$ cat config.mk
export PLATFORM = sky130hd
export DESIGN_NAME = qfx_fifo
export DESIGN_NICKNAME = d
export VERILOG_FILES = /design/src/rtl/qfx_pkg.sv /design/src/rtl/qfx_fifo.sv
export SDC_FILE = /design/constraint.sdc
export NUM_CORES = 1
export LEC_CHECK = 0
export ABC_AREA = 1
export ABC_CLOCK_PERIOD_IN_PS = 11600
export BUFFER_PORTS_ARGS = -buffer_cell sky130_fd_sc_hd__buf_4
export CAP_MARGIN = 10
export CORE_ASPECT_RATIO = 0.6
export CORE_UTILIZATION = 52
export CTS_CLUSTER_SIZE = 16
export DETAILED_ROUTE_END_ITERATION = 12
export GPL_TIMING_DRIVEN = 0
export HOLD_SLACK_MARGIN = 0.02
export PLACE_DENSITY_LB_ADDON = 0.15
export SETUP_SLACK_MARGIN = 0.2
export SLEW_MARGIN = 20
export SYNTH_ARGS = -nofsm -noshare
export SYNTH_HDL_FRONTEND = slang
export SYNTH_SLANG_ARGS = --single-unit
$ cat constraint.sdc
create_clock -name aclk -period 11.6 [get_ports aclk]
set_input_delay 1.16 -clock aclk [delete_from_list [all_inputs] [get_ports aclk]]
set_output_delay 1.16 -clock aclk [all_outputs]
set_load 0.05 [all_outputs]
$ cat src/rtl/qfx_pkg.sv
`timescale 1ns / 1ps
`default_nettype none
package qfx_pkg;

    localparam int FRACTION_BITS = 8;
    localparam int WORD_BITS     = 32;
    localparam int DIV_BITS      = WORD_BITS + FRACTION_BITS;
    localparam int DIV_STAGES    = DIV_BITS + 1;
    localparam logic [WORD_BITS-1:0] UNIT = WORD_BITS'(1) << FRACTION_BITS;

    typedef enum logic [3:0] {
        OP_ADD      = 4'd0,
        OP_SUB      = 4'd1,
        OP_MUL      = 4'd2,
        OP_DIV      = 4'd3,
        OP_MIN      = 4'd4,
        OP_MAX      = 4'd5,
        OP_INC      = 4'd6,
        OP_DEC      = 4'd7,
        OP_TO_INT   = 4'd8,
        OP_FROM_INT = 4'd9
    } op_t;

    typedef enum logic [1:0] {
        KIND_SIMPLE,
        KIND_MUL,
        KIND_DIV
    } kind_t;

    typedef struct packed {
        kind_t                        kind;
        logic signed [WORD_BITS-1:0]  a;
        logic signed [WORD_BITS-1:0]  b;
        logic [WORD_BITS-1:0]         word;
        logic [WORD_BITS-1:0]         mag_a;
        logic [WORD_BITS-1:0]         mag_b;
        logic                         neg;
        logic                         lt;
        logic                         eq;
        logic                         gt;
        logic                         dz;
    } item_t;

endpackage
`default_nettype wire

$ cat src/rtl/qfx_fifo.sv
`timescale 1ns / 1ps
`default_nettype none
module qfx_fifo
    import qfx_pkg::*;
(
    input  wire logic  aclk,
    input  wire logic  aresetn,
    input  wire logic  in_valid,
    output logic       in_ready,
    input  wire item_t in_item,
    output logic       out_valid,
    input  wire logic  out_ready,
    output item_t      out_item
);

    item_t      mem [2];
    logic       wr_ptr_reg, wr_ptr_next;
    logic       rd_ptr_reg, rd_ptr_next;
    logic [1:0] count_reg, count_next;
    logic       push, pop;

    assign in_ready  = count_reg != 2'd2;
    assign out_valid = count_reg != 2'd0;
    assign out_item  = mem[rd_ptr_reg];
    assign push      = in_valid && in_ready;
    assign pop       = out_valid && out_ready;

    always_comb begin
        wr_ptr_next = wr_ptr_reg ^ push;
        rd_ptr_next = rd_ptr_reg ^ pop;
        count_next  = count_reg + 2'(push) - 2'(pop);
    end

    always_ff @(posedge aclk) begin
        if (!aresetn) begin
            wr_ptr_reg <= 1'b0;
            rd_ptr_reg <= 1'b0;
            count_reg  <= 2'd0;
        end else begin
            wr_ptr_reg <= wr_ptr_next;
            rd_ptr_reg <= rd_ptr_next;
            count_reg  <= count_next;
        end
    end

    always_ff @(posedge aclk) begin
        if (push) begin
            mem[wr_ptr_reg] <= in_item;
        end
    end

endmodule
`default_nettype wire

==> flow_metrics.env <==
export IMPL_status="complete, no violations"
export IMPL_cp_slowest_stage_delay_ns=0.33
export IMPL_ioPinCount=340
export IMPL_required_ns=10.44
export IMPL_grt_pass1_wl_um=36600
export IMPL_reg2reg_from="count_reg[0]$_SDFF_PN0_"
export IMPL_die_h_um=123.7
export IMPL_path_buf_inv=4
export IMPL_clockBufferDepth=3
export IMPL_cts_buffers_inserted=30
export IMPL_relSlewSlack=0.6341
export IMPL_ctsHoldBuffers=0
export IMPL_layout_common_cells="339 x buf_4, 334 x edfxtp_1, 130 x mux2_4"
export IMPL_finalHoldViolCount=0
export IMPL_clock_skew_ns=0.006587
export IMPL_vias=6318
export IMPL_port_buffers=339
export IMPL_coreArea_mm2=0.02422
export IMPL_overflow=0
export IMPL_ir_drop_uv=142.3
export IMPL_clk_pin_slew_worst_paths_ns=0.06
export IMPL_synth_top_area_frac=0.7814
export IMPL_insertion_delay_ns=0.54
export IMPL_area_delta_synth_final_pct=32.42
export IMPL_drive_above_1_share=0.6015
export IMPL_post_route_util=0.7017
export IMPL_tightest_slew_ns=0.5476
export IMPL_ys_warn_count=0
export IMPL_yosysTopAreaCell="edfxtp_1"
export IMPL_path_common_cell="buf_6"
export IMPL_instances_no_fill=1285
export IMPL_path_cells="buf_6 > buf_6 > buf_6 > mux2_4 > buf_4"
export IMPL_cts_repair_resized=0
export IMPL_grt_max_degree=56
export IMPL_num_fill_cells=1529
export IMPL_totalWireLength_um=25480
export IMPL_seqCellArea_mm2=0.01013
export IMPL_post_cts_buffers=0
export IMPL_postPlaceCellArea_mm2=0.01604
export IMPL_fp_dieW_um=204.8
export IMPL_ant_nets=0
export IMPL_final_common_cell="buf_4"
export IMPL_synth_top_cells_by_area="edfxtp_1 78%, mux2_4 15%, mux2_2 3.2%"
export IMPL_rows=44
export IMPL_setup_slack_ns=8.507
export IMPL_synth_cell_types=13
export IMPL_syn_area_mm2=0.01283
export IMPL_path_class="reg2out"
export IMPL_cts_root_buf="clkbuf_16"
export IMPL_rsz0062_at_grt="no"
export IMPL_layout_min_cycle_time_ns=3.093
export IMPL_fin_crit_sh=0.2666
export IMPL_drc_errors=0
export IMPL_cp_arrival_ns=1.93
export IMPL_wire_per_inst_um=19.83
export IMPL_dieArea_mm2=0.02534
export IMPL_nNetsFinal=1110
export IMPL_drt_pre_antenna_iters=5
export IMPL_track_usage=0.1939
export IMPL_largest_reg_flops=334
export IMPL_synthCells=556
export IMPL_setup_tns_final_ns=0
export IMPL_cts_sinks=339
export IMPL_synth_seq_cells=339
export IMPL_finalInstanceArea_mm2=0.01700
export IMPL_cts_tree="done"
export IMPL_drv_slew=0
export IMPL_cap_violations=0
export IMPL_multiInputGateArea_mm2=0.002496
export IMPL_start_kind="flip-flop"
export IMPL_drt_initial_drc_count=403
export IMPL_numPlacedInstances=1227
export IMPL_first_global_vias=6411
export IMPL_seq_area_frac_synth=0.7892
export IMPL_cts_htree_levels=1
export IMPL_gp_congestion=0.7737
export IMPL_synth_area_per_cell_um2=23.08
export IMPL_antenna_found_initial=1
export IMPL_dp_final_hpwl_um=18180
export IMPL_syn_num_nets=729
export IMPL_p_leak_nw=6.639
export IMPL_fmax_mhz=323.3
export IMPL_start_util=0.5299
export IMPL_dpl_worst_slack_ns=8.604
export IMPL_p_per_area_mw_per_mm2=253.5
export IMPL_crit_fanout=10
export IMPL_crit_family="buffers and inverters"
export IMPL_setup_viol=0
export IMPL_cp_slowest_cell="dfxtp_1"
export IMPL_end_kind="primary output"
export IMPL_drt_vias_per_instance=4.917
export IMPL_hold_class="reg2reg"
export IMPL_hp_start="rd_ptr_reg$_SDFF_PN0_"
## cell families (layout without fill, tap and decap cells)
family | count (synthesis) | count (layout) | share of synthesized area
flip-flops | 339 | 339 | 0.7892
multiplexers | 167 | 167 | 0.1845
buffers and inverters | 28 | 433 | 0.01784
AND/OR/NAND/NOR | 18 | 18 | 0.005361
adder cells (fa/ha/maj) | 2 | 2 | 0.001949
AO/OA/AOI/OAI | 1 | 1 | 0.0003896
XOR/XNOR | 1 | 1 | 0.0006825
other | 0 | 2 | 0
## worst min-delay path, stage by stage (launching register included)
cell and delay, ns:
dfxtp_1 0.35, nor2_1 0.07, nor2_1 0.10
## cell type report
type,count,share of cell area
Multi-Input combinational cell,189,0.1469
Clock buffer,40,0.05057
Clock inverter,16,0.005374
Inverter,9,0.001988
Tap cell,322,0.02370
Antenna cell,2,0.0002945
Sequential cell,339,0.5960
Timing Repair Buffer,349,0.1637
Buffer,19,0.01148
## where the power goes
group / switching [mW] / internal, mW / total (mW)
Clock: 0.408 / 0.538 / 0.946
Sequential: 0.0484 / 1.59 / 1.64
Combinational: 1.10 / 0.632 / 1.73
Total: 1.55 / 2.76 / 4.31
## path summary, 6_finish.rpt
| path | cells after the start | endpoint | slack, ns |
|---|---|---|---|
| worst max-delay path | 5 | out_item[92] | 8.51 |
| worst min-delay path | 2 | rd_ptr_reg$_SDFF_PN0_ | 0.55 |
| worst max register to register | 7 | mem[0][117]$_DFFE_PP_ | 9.38 |
| worst min register to register | 2 | rd_ptr_reg$_SDFF_PN0_ | 0.55 |
## metrics by stage
step | power (mW) | hold WS [ns]
2_1_floorplan | 2.940 | 0.4669
4_1_cts | 4.354 | 0.5437
3_3_place_gp | 3.399 | 0.4796
3_5_place_dp | 3.406 | 0.5234
6_report | 4.309 | 0.5505
5_1_grt | 4.470 | 0.6037
## cells in the mapped netlist
| cell type | count |
|---|---|
| nand2_1 | 9 |
| dfxtp_1 | 5 |
| nor2_1 | 8 |
| mux2_2 | 37 |
| nand3_1 | 1 |
| buf_6 | 16 |
| buf_2 | 3 |
| xnor2_1 | 1 |
| a21oi_1 | 1 |
| edfxtp_1 | 334 |
| mux2_4 | 130 |
| ha_1 | 2 |
| inv_1 | 9 |
## per-layer routing
layer  track usage  vias to the layer above  part of all wire
li1              -                     2957                 -
met1        0.2479                     3083              0.40
met2        0.3131                      242              0.48
met3       0.07928                       36              0.10
met4       0.04104                        0             0.015
met5             0                        -                 0
Note: power is estimated with default switching activity, not from simulation.
