$ cat config.mk
export PLATFORM = sky130hd
export DESIGN_NAME = qfx_front
export DESIGN_NICKNAME = d
export VERILOG_FILES = /design/src/rtl/qfx_pkg.sv /design/src/rtl/qfx_front.sv
export SDC_FILE = /design/constraint.sdc
export NUM_CORES = 1
export LEC_CHECK = 0
export ABC_AREA = 1
export ABC_CLOCK_PERIOD_IN_PS = 10830
export BUFFER_PORTS_ARGS = -buffer_cell sky130_fd_sc_hd__buf_2
export CORE_MARGIN = 4
export CORE_UTILIZATION = 53
export DETAILED_ROUTE_END_ITERATION = 10
export GPL_TIMING_DRIVEN = 0
export PLACE_DENSITY = 0.79
export SYNTH_ARGS = -nofsm -noshare
export SYNTH_HDL_FRONTEND = slang
export SYNTH_SLANG_ARGS = --single-unit
$ cat constraint.sdc
create_clock -name aclk -period 10.83 [get_ports aclk]
set_input_delay 1.6245 -clock aclk [delete_from_list [all_inputs] [get_ports aclk]]
set_output_delay 1.6245 -clock aclk [all_outputs]
set_load 0.03 [all_outputs]
$ cat src/rtl/qfx_pkg.sv
`timescale 1ns / 1ps
`default_nettype none
package qfx_pkg;

    localparam int FRACTION_BITS = 8;
    localparam int WORD_BITS     = 32;
    localparam int DIV_BITS      = WORD_BITS + FRACTION_BITS;
    localparam int DIV_STAGES    = DIV_BITS + 1;
    localparam logic [WORD_BITS-1:0] UNIT = WORD_BITS'(1) << FRACTION_BITS;

    typedef enum logic [3:0] {
        OP_ADD      = 4'd0,
        OP_SUB      = 4'd1,
        OP_MUL      = 4'd2,
        OP_DIV      = 4'd3,
        OP_MIN      = 4'd4,
        OP_MAX      = 4'd5,
        OP_INC      = 4'd6,
        OP_DEC      = 4'd7,
        OP_TO_INT   = 4'd8,
        OP_FROM_INT = 4'd9
    } op_t;

    typedef enum logic [1:0] {
        KIND_SIMPLE,
        KIND_MUL,
        KIND_DIV
    } kind_t;

    typedef struct packed {
        kind_t                        kind;
        logic signed [WORD_BITS-1:0]  a;
        logic signed [WORD_BITS-1:0]  b;
        logic [WORD_BITS-1:0]         word;
        logic [WORD_BITS-1:0]         mag_a;
        logic [WORD_BITS-1:0]         mag_b;
        logic                         neg;
        logic                         lt;
        logic                         eq;
        logic                         gt;
        logic                         dz;
    } item_t;

endpackage
`default_nettype wire

$ cat src/rtl/qfx_front.sv
`timescale 1ns / 1ps
`default_nettype none
module qfx_front
    import qfx_pkg::*;
(
    input  wire logic                        aclk,
    input  wire logic                        aresetn,
    input  wire logic                        s_valid,
    output logic                             s_ready,
    input  wire logic [3:0]                  s_op,
    input  wire logic signed [WORD_BITS-1:0] s_a_raw,
    input  wire logic signed [WORD_BITS-1:0] s_b_raw,
    output logic                             f_valid,
    input  wire logic                        f_ready,
    output item_t                            f_item
);

    logic  valid_reg, valid_next;
    item_t item_reg, item_next;

    assign s_ready = !valid_reg || f_ready;
    assign f_valid = valid_reg;
    assign f_item  = item_reg;

    always_comb begin
        item_next       = '0;
        item_next.a     = s_a_raw;
        item_next.b     = s_b_raw;
        item_next.lt    = s_a_raw < s_b_raw;
        item_next.eq    = s_a_raw == s_b_raw;
        item_next.gt    = s_a_raw > s_b_raw;
        item_next.mag_a = s_a_raw[WORD_BITS-1] ? -s_a_raw : s_a_raw;
        item_next.mag_b = s_b_raw[WORD_BITS-1] ? -s_b_raw : s_b_raw;
        item_next.neg   = s_a_raw[WORD_BITS-1] ^ s_b_raw[WORD_BITS-1];
        item_next.kind  = KIND_SIMPLE;
        case (s_op)
            OP_ADD:      item_next.word = s_a_raw + s_b_raw;
            OP_SUB:      item_next.word = s_a_raw - s_b_raw;
            OP_MUL:      item_next.kind = KIND_MUL;
            OP_DIV: begin
                if (s_b_raw == '0) begin
                    item_next.dz = 1'b1;
                end else begin
                    item_next.kind = KIND_DIV;
                end
            end
            OP_MIN:      item_next.word = (s_a_raw < s_b_raw) ? s_a_raw : s_b_raw;
            OP_MAX:      item_next.word = (s_a_raw > s_b_raw) ? s_a_raw : s_b_raw;
            OP_INC:      item_next.word = s_a_raw + UNIT;
            OP_DEC:      item_next.word = s_a_raw - UNIT;
            OP_TO_INT:   item_next.word = s_a_raw >>> FRACTION_BITS;
            OP_FROM_INT: item_next.word = s_a_raw << FRACTION_BITS;
            default:     item_next.word = '0;
        endcase
    end

    always_comb begin
        valid_next = valid_reg;
        if (s_ready) begin
            valid_next = s_valid;
        end
    end

    always_ff @(posedge aclk) begin
        if (!aresetn) begin
            valid_reg <= 1'b0;
        end else begin
            valid_reg <= valid_next;
        end
    end

    always_ff @(posedge aclk) begin
        if (s_valid && s_ready) begin
            item_reg <= item_next;
        end
    end

endmodule
`default_nettype wire

==> key figures <==
Global route
  – Total global-route track usage: 40.1%
  – Antenna violations before repair: 1
  – Via count of the first global-routing pass: 15000
  – Wire length of the first global-routing pass: 87.7 mm
  – Pin count of the biggest net entering global routing: 35
  – Overflow after GRT: 0

Worst setup path
  – Critical path startpoint category: primary input
  – Kind of critical path: primary input to flip-flop
  – Critical Path Fanout Max: 10
  – Category of the worst setup path capture point: flip-flop
  – Data arrival time of the critical path: 5.11 ns
  – Endpoint required time on the critical path: 11.03 ns

Clocking
  – Worst-skew pair later-pin latency: 0.45 ns
  – TritonCTS Sinks: 166
  – TritonCTS buffer count: 17
  – TritonCTS clock tree: done
  – CTS-repair resized insts: 0
  – Number of buffers added for setup after CTS: 0
  – Number of hold-repair buffers added at the cts stage: 0
  – Buffer levels on the longest clock path: 2
  – Maximum level of the CTS H-tree: 4
  – Clock-pin transition on the worst setup and hold timing paths: 0.08 ns
  – CTS root buf: sky130_fd_sc_hd__clkbuf_16

Floorplanning
  – # rows: 59
  – Die H: 172 um
  – Core outline area: 26200 um^2
  – Top Ports: 241
  – Starting utilization of the core area: 54.1%
  – Die width: 172 um
  – Full die area: 29400 um^2

Synth
  – FF+latch count, synth: 166
  – Number of distinct library cell variants in the gate-level netlist after synthesis: 57
  – Average cell area after synthesis: 7.11 um^2
  – Post-Syn Instances: 1994
  – Fraction of registers with async set/reset: 0%
  – Total of warnings raised by yosys: 0
  – Most instantiated flip-flop cell in the synthesis netlist: sky130_fd_sc_hd__edfxtp_1
  – Net count of the mapped netlist: 2134
  – Mapped cell area: 14200 um^2
  – Portion of the post-synthesis area used by sequential elements: 35.1%
  – Number of enable flip-flop cells after synthesis: 165

STA
  – Highest attainable clock frequency: 203 MHz
  – Total negative slack: 0 ns
  – Final Cycle Share: 45.4%
  – Minimum hold slack: 0.555 ns
  – Final critical delay including setup and external delays: 4.91 ns
  – Final WS setup: 5.92 ns
  – Slew Limit Fails: 0
  – Max-Slew Margin vs Limit: 31.4%
  – Clock skew after layout: 0.0140 ns
  – Total count of hold-check failures in the final report: 0
  – Number of setup violations in the final report: 0
  – Transition at the pin with the smallest max-transition slack: 1.02 ns
  – Setup repair after global routing missed its margin: false

Finish
  – Final standard cell area without fillers: 16500 um^2
  – Highest-count cells in the layout ignoring fill and taps: sky130_fd_sc_hd__nand2_1, sky130_fd_sc_hd__buf_2, sky130_fd_sc_hd__inv_1, sky130_fd_sc_hd__nor2_1, sky130_fd_sc_hd__nand3_1
  – Area growth from synthesis to layout: 16.6%
  – Most common cell after layout, fill and taps aside: sky130_fd_sc_hd__nand2_1
  – Fill cell count: 2349
  – Fraction of final layout cells with drive strength greater than 1: 16.1%
  – Final net count: 2398
  – Number of standard cells in the layout, taps in and fillers out: 2607
  – Final standard cell utilization of the core: 63.1%

Drt
  – Iter 0 DRT Violations: 2277
  – Post-detailed-routing wire length: 61.3 mm
  – Average via count per standard cell: 6.20
  – Final ANT Viol Nets: 0
  – DR pass1 iterations: 8
  – WL/cell: 23.5 um
  – Routed via count: 16200
  – Number of remaining DRC errors: 0

Status
  – Status: finished clean

Placed design
  – Placement Cell Area: 15900 um^2
  – Worst Setup Slack post-DPL: 5.68 ns
  – Detailed placer's ending HPWL: 49.3 mm
  – Final RePlAce weighted congestion: 1.04
  – Count of port buffers added during placement: 240
  – Number of instances in the placed design: 2574

Pwr
  – Total Power Consumption: 2.07 mW
  – Power density over the cells: 125 nW/um^2
  – Leak Pwr: 7.83 nW
  – VDD IR-drop max: 99.5 uV

Min path
  – Hold Crit Class: flip-flop to flip-flop

Job
  – Maximum Capacitance Violations: 0
## where the power goes
group,switching [mW],leakage [nW],internal [mW]
combinational,0.495,5.92,0.172
sequential,0.0121,1.62,0.768
clock,0.313,0.291,0.312
## registers in the layout, summed over array words and instances (netlist names)
| signal | flops |
|---|---|
| f_item | 165 |
| f_valid | 1 |
## layout make-up
class,instances,area [um^2],share of cell area (%)
Clock buffer,17,425,2.57
Sequential cell,166,4970,30.1
Clock inverter,15,180,1.09
Antenna cell,1,2.50,0.0151
Inverter,261,982,5.94
Tap cell,335,419,2.54
Buffer,52,280,1.70
Multi-Input combinational cell,1515,7950,48.1
Timing Repair Buffer,245,1310,7.92
## critical path, cell delays in order
cell and delay (ns):
sky130_fd_sc_hd__buf_2 0.12, sky130_fd_sc_hd__inv_1 0.29, sky130_fd_sc_hd__buf_1 0.73, sky130_fd_sc_hd__ha_1 0.50
sky130_fd_sc_hd__nand2_1 0.15, sky130_fd_sc_hd__nor2_2 0.05, sky130_fd_sc_hd__and3_2 0.20, sky130_fd_sc_hd__a21oi_2 0.31
sky130_fd_sc_hd__nand3_1 0.24, sky130_fd_sc_hd__nand2_2 0.23, sky130_fd_sc_hd__buf_6 0.18, sky130_fd_sc_hd__nand2_1 0.07
sky130_fd_sc_hd__nand3_1 0.11, sky130_fd_sc_hd__nand2_1 0.06, sky130_fd_sc_hd__nor2_1 0.16, sky130_fd_sc_hd__nand2_1 0.10
## cell families (layout without fill, tap and decap cells)
group / Yosys count / in the layout / share of synthesized area, %
compound gates: 326 / 326 / 13.4
xor+xnor: 65 / 65 / 4.02
fa+ha+maj: 68 / 68 / 6.11
buf+inv: 313 / 590 / 8.91
flops: 166 / 166 / 35.1
other cells: 0 / 1 / 0
simple gates: 1056 / 1056 / 32.5
## per-layer routing
metal / GRT usage (%) / vias up / routed length (um)
li1: - / 7202 / -
met5: 0 / - / 0
met3: 9.72 / 283 / 7970
met4: 22.2 / 0 / 3910
met2: 64.7 / 1229 / 27800
met1: 49.4 / 7444 / 21700
## cells in the mapped netlist, types with 4 or more instances
library cell               number  area (um^2)
sky130_fd_sc_hd__edfxtp_1     165         4950
sky130_fd_sc_hd__nor2_4         5         56.3
sky130_fd_sc_hd__o21a_1         6         45.0
sky130_fd_sc_hd__a31oi_1        5         31.3
sky130_fd_sc_hd__nand3_1      200         1000
sky130_fd_sc_hd__nand2_2       15         93.8
sky130_fd_sc_hd__a41oi_1        4         35.0
sky130_fd_sc_hd__nor4_1        10         62.6
sky130_fd_sc_hd__xor2_1        65          569
sky130_fd_sc_hd__nand3b_1      11         82.6
sky130_fd_sc_hd__a21oi_1      114          571
sky130_fd_sc_hd__inv_2          4         15.0
sky130_fd_sc_hd__buf_4          8         60.1
sky130_fd_sc_hd__a21o_1         6         45.0
sky130_fd_sc_hd__nand2_1      480         1800
sky130_fd_sc_hd__or2_2          4         25.0
sky130_fd_sc_hd__clkbuf_1      22         82.6
sky130_fd_sc_hd__nor3_1        27          135
sky130_fd_sc_hd__o31ai_1        4         30.0
sky130_fd_sc_hd__o22ai_1       15         93.8
sky130_fd_sc_hd__nand2_4        5         56.3
sky130_fd_sc_hd__o21bai_1      19          143
sky130_fd_sc_hd__o21ai_0      107          536
sky130_fd_sc_hd__a21oi_2       13          114
sky130_fd_sc_hd__o21ai_1        5         25.0
sky130_fd_sc_hd__buf_2         17         85.1
sky130_fd_sc_hd__o211ai_1      13         97.6
sky130_fd_sc_hd__ha_1          66          826
sky130_fd_sc_hd__nand4_1       31          194
sky130_fd_sc_hd__inv_1        254          953
sky130_fd_sc_hd__nor2_1       252          946
## final timing paths
path | start | end | slack (ns) | cells past startpoint
worst min-delay path | f_valid | f_valid | 0.55 | 2
worst max-delay path | s_b_raw[31] | f_item[95] | 5.92 | 16
worst max register to register | f_valid | f_item[123] | 8.69 | 4
worst min register to register | f_valid | f_valid | 0.55 | 2
(Power assumes the default switching activity.)
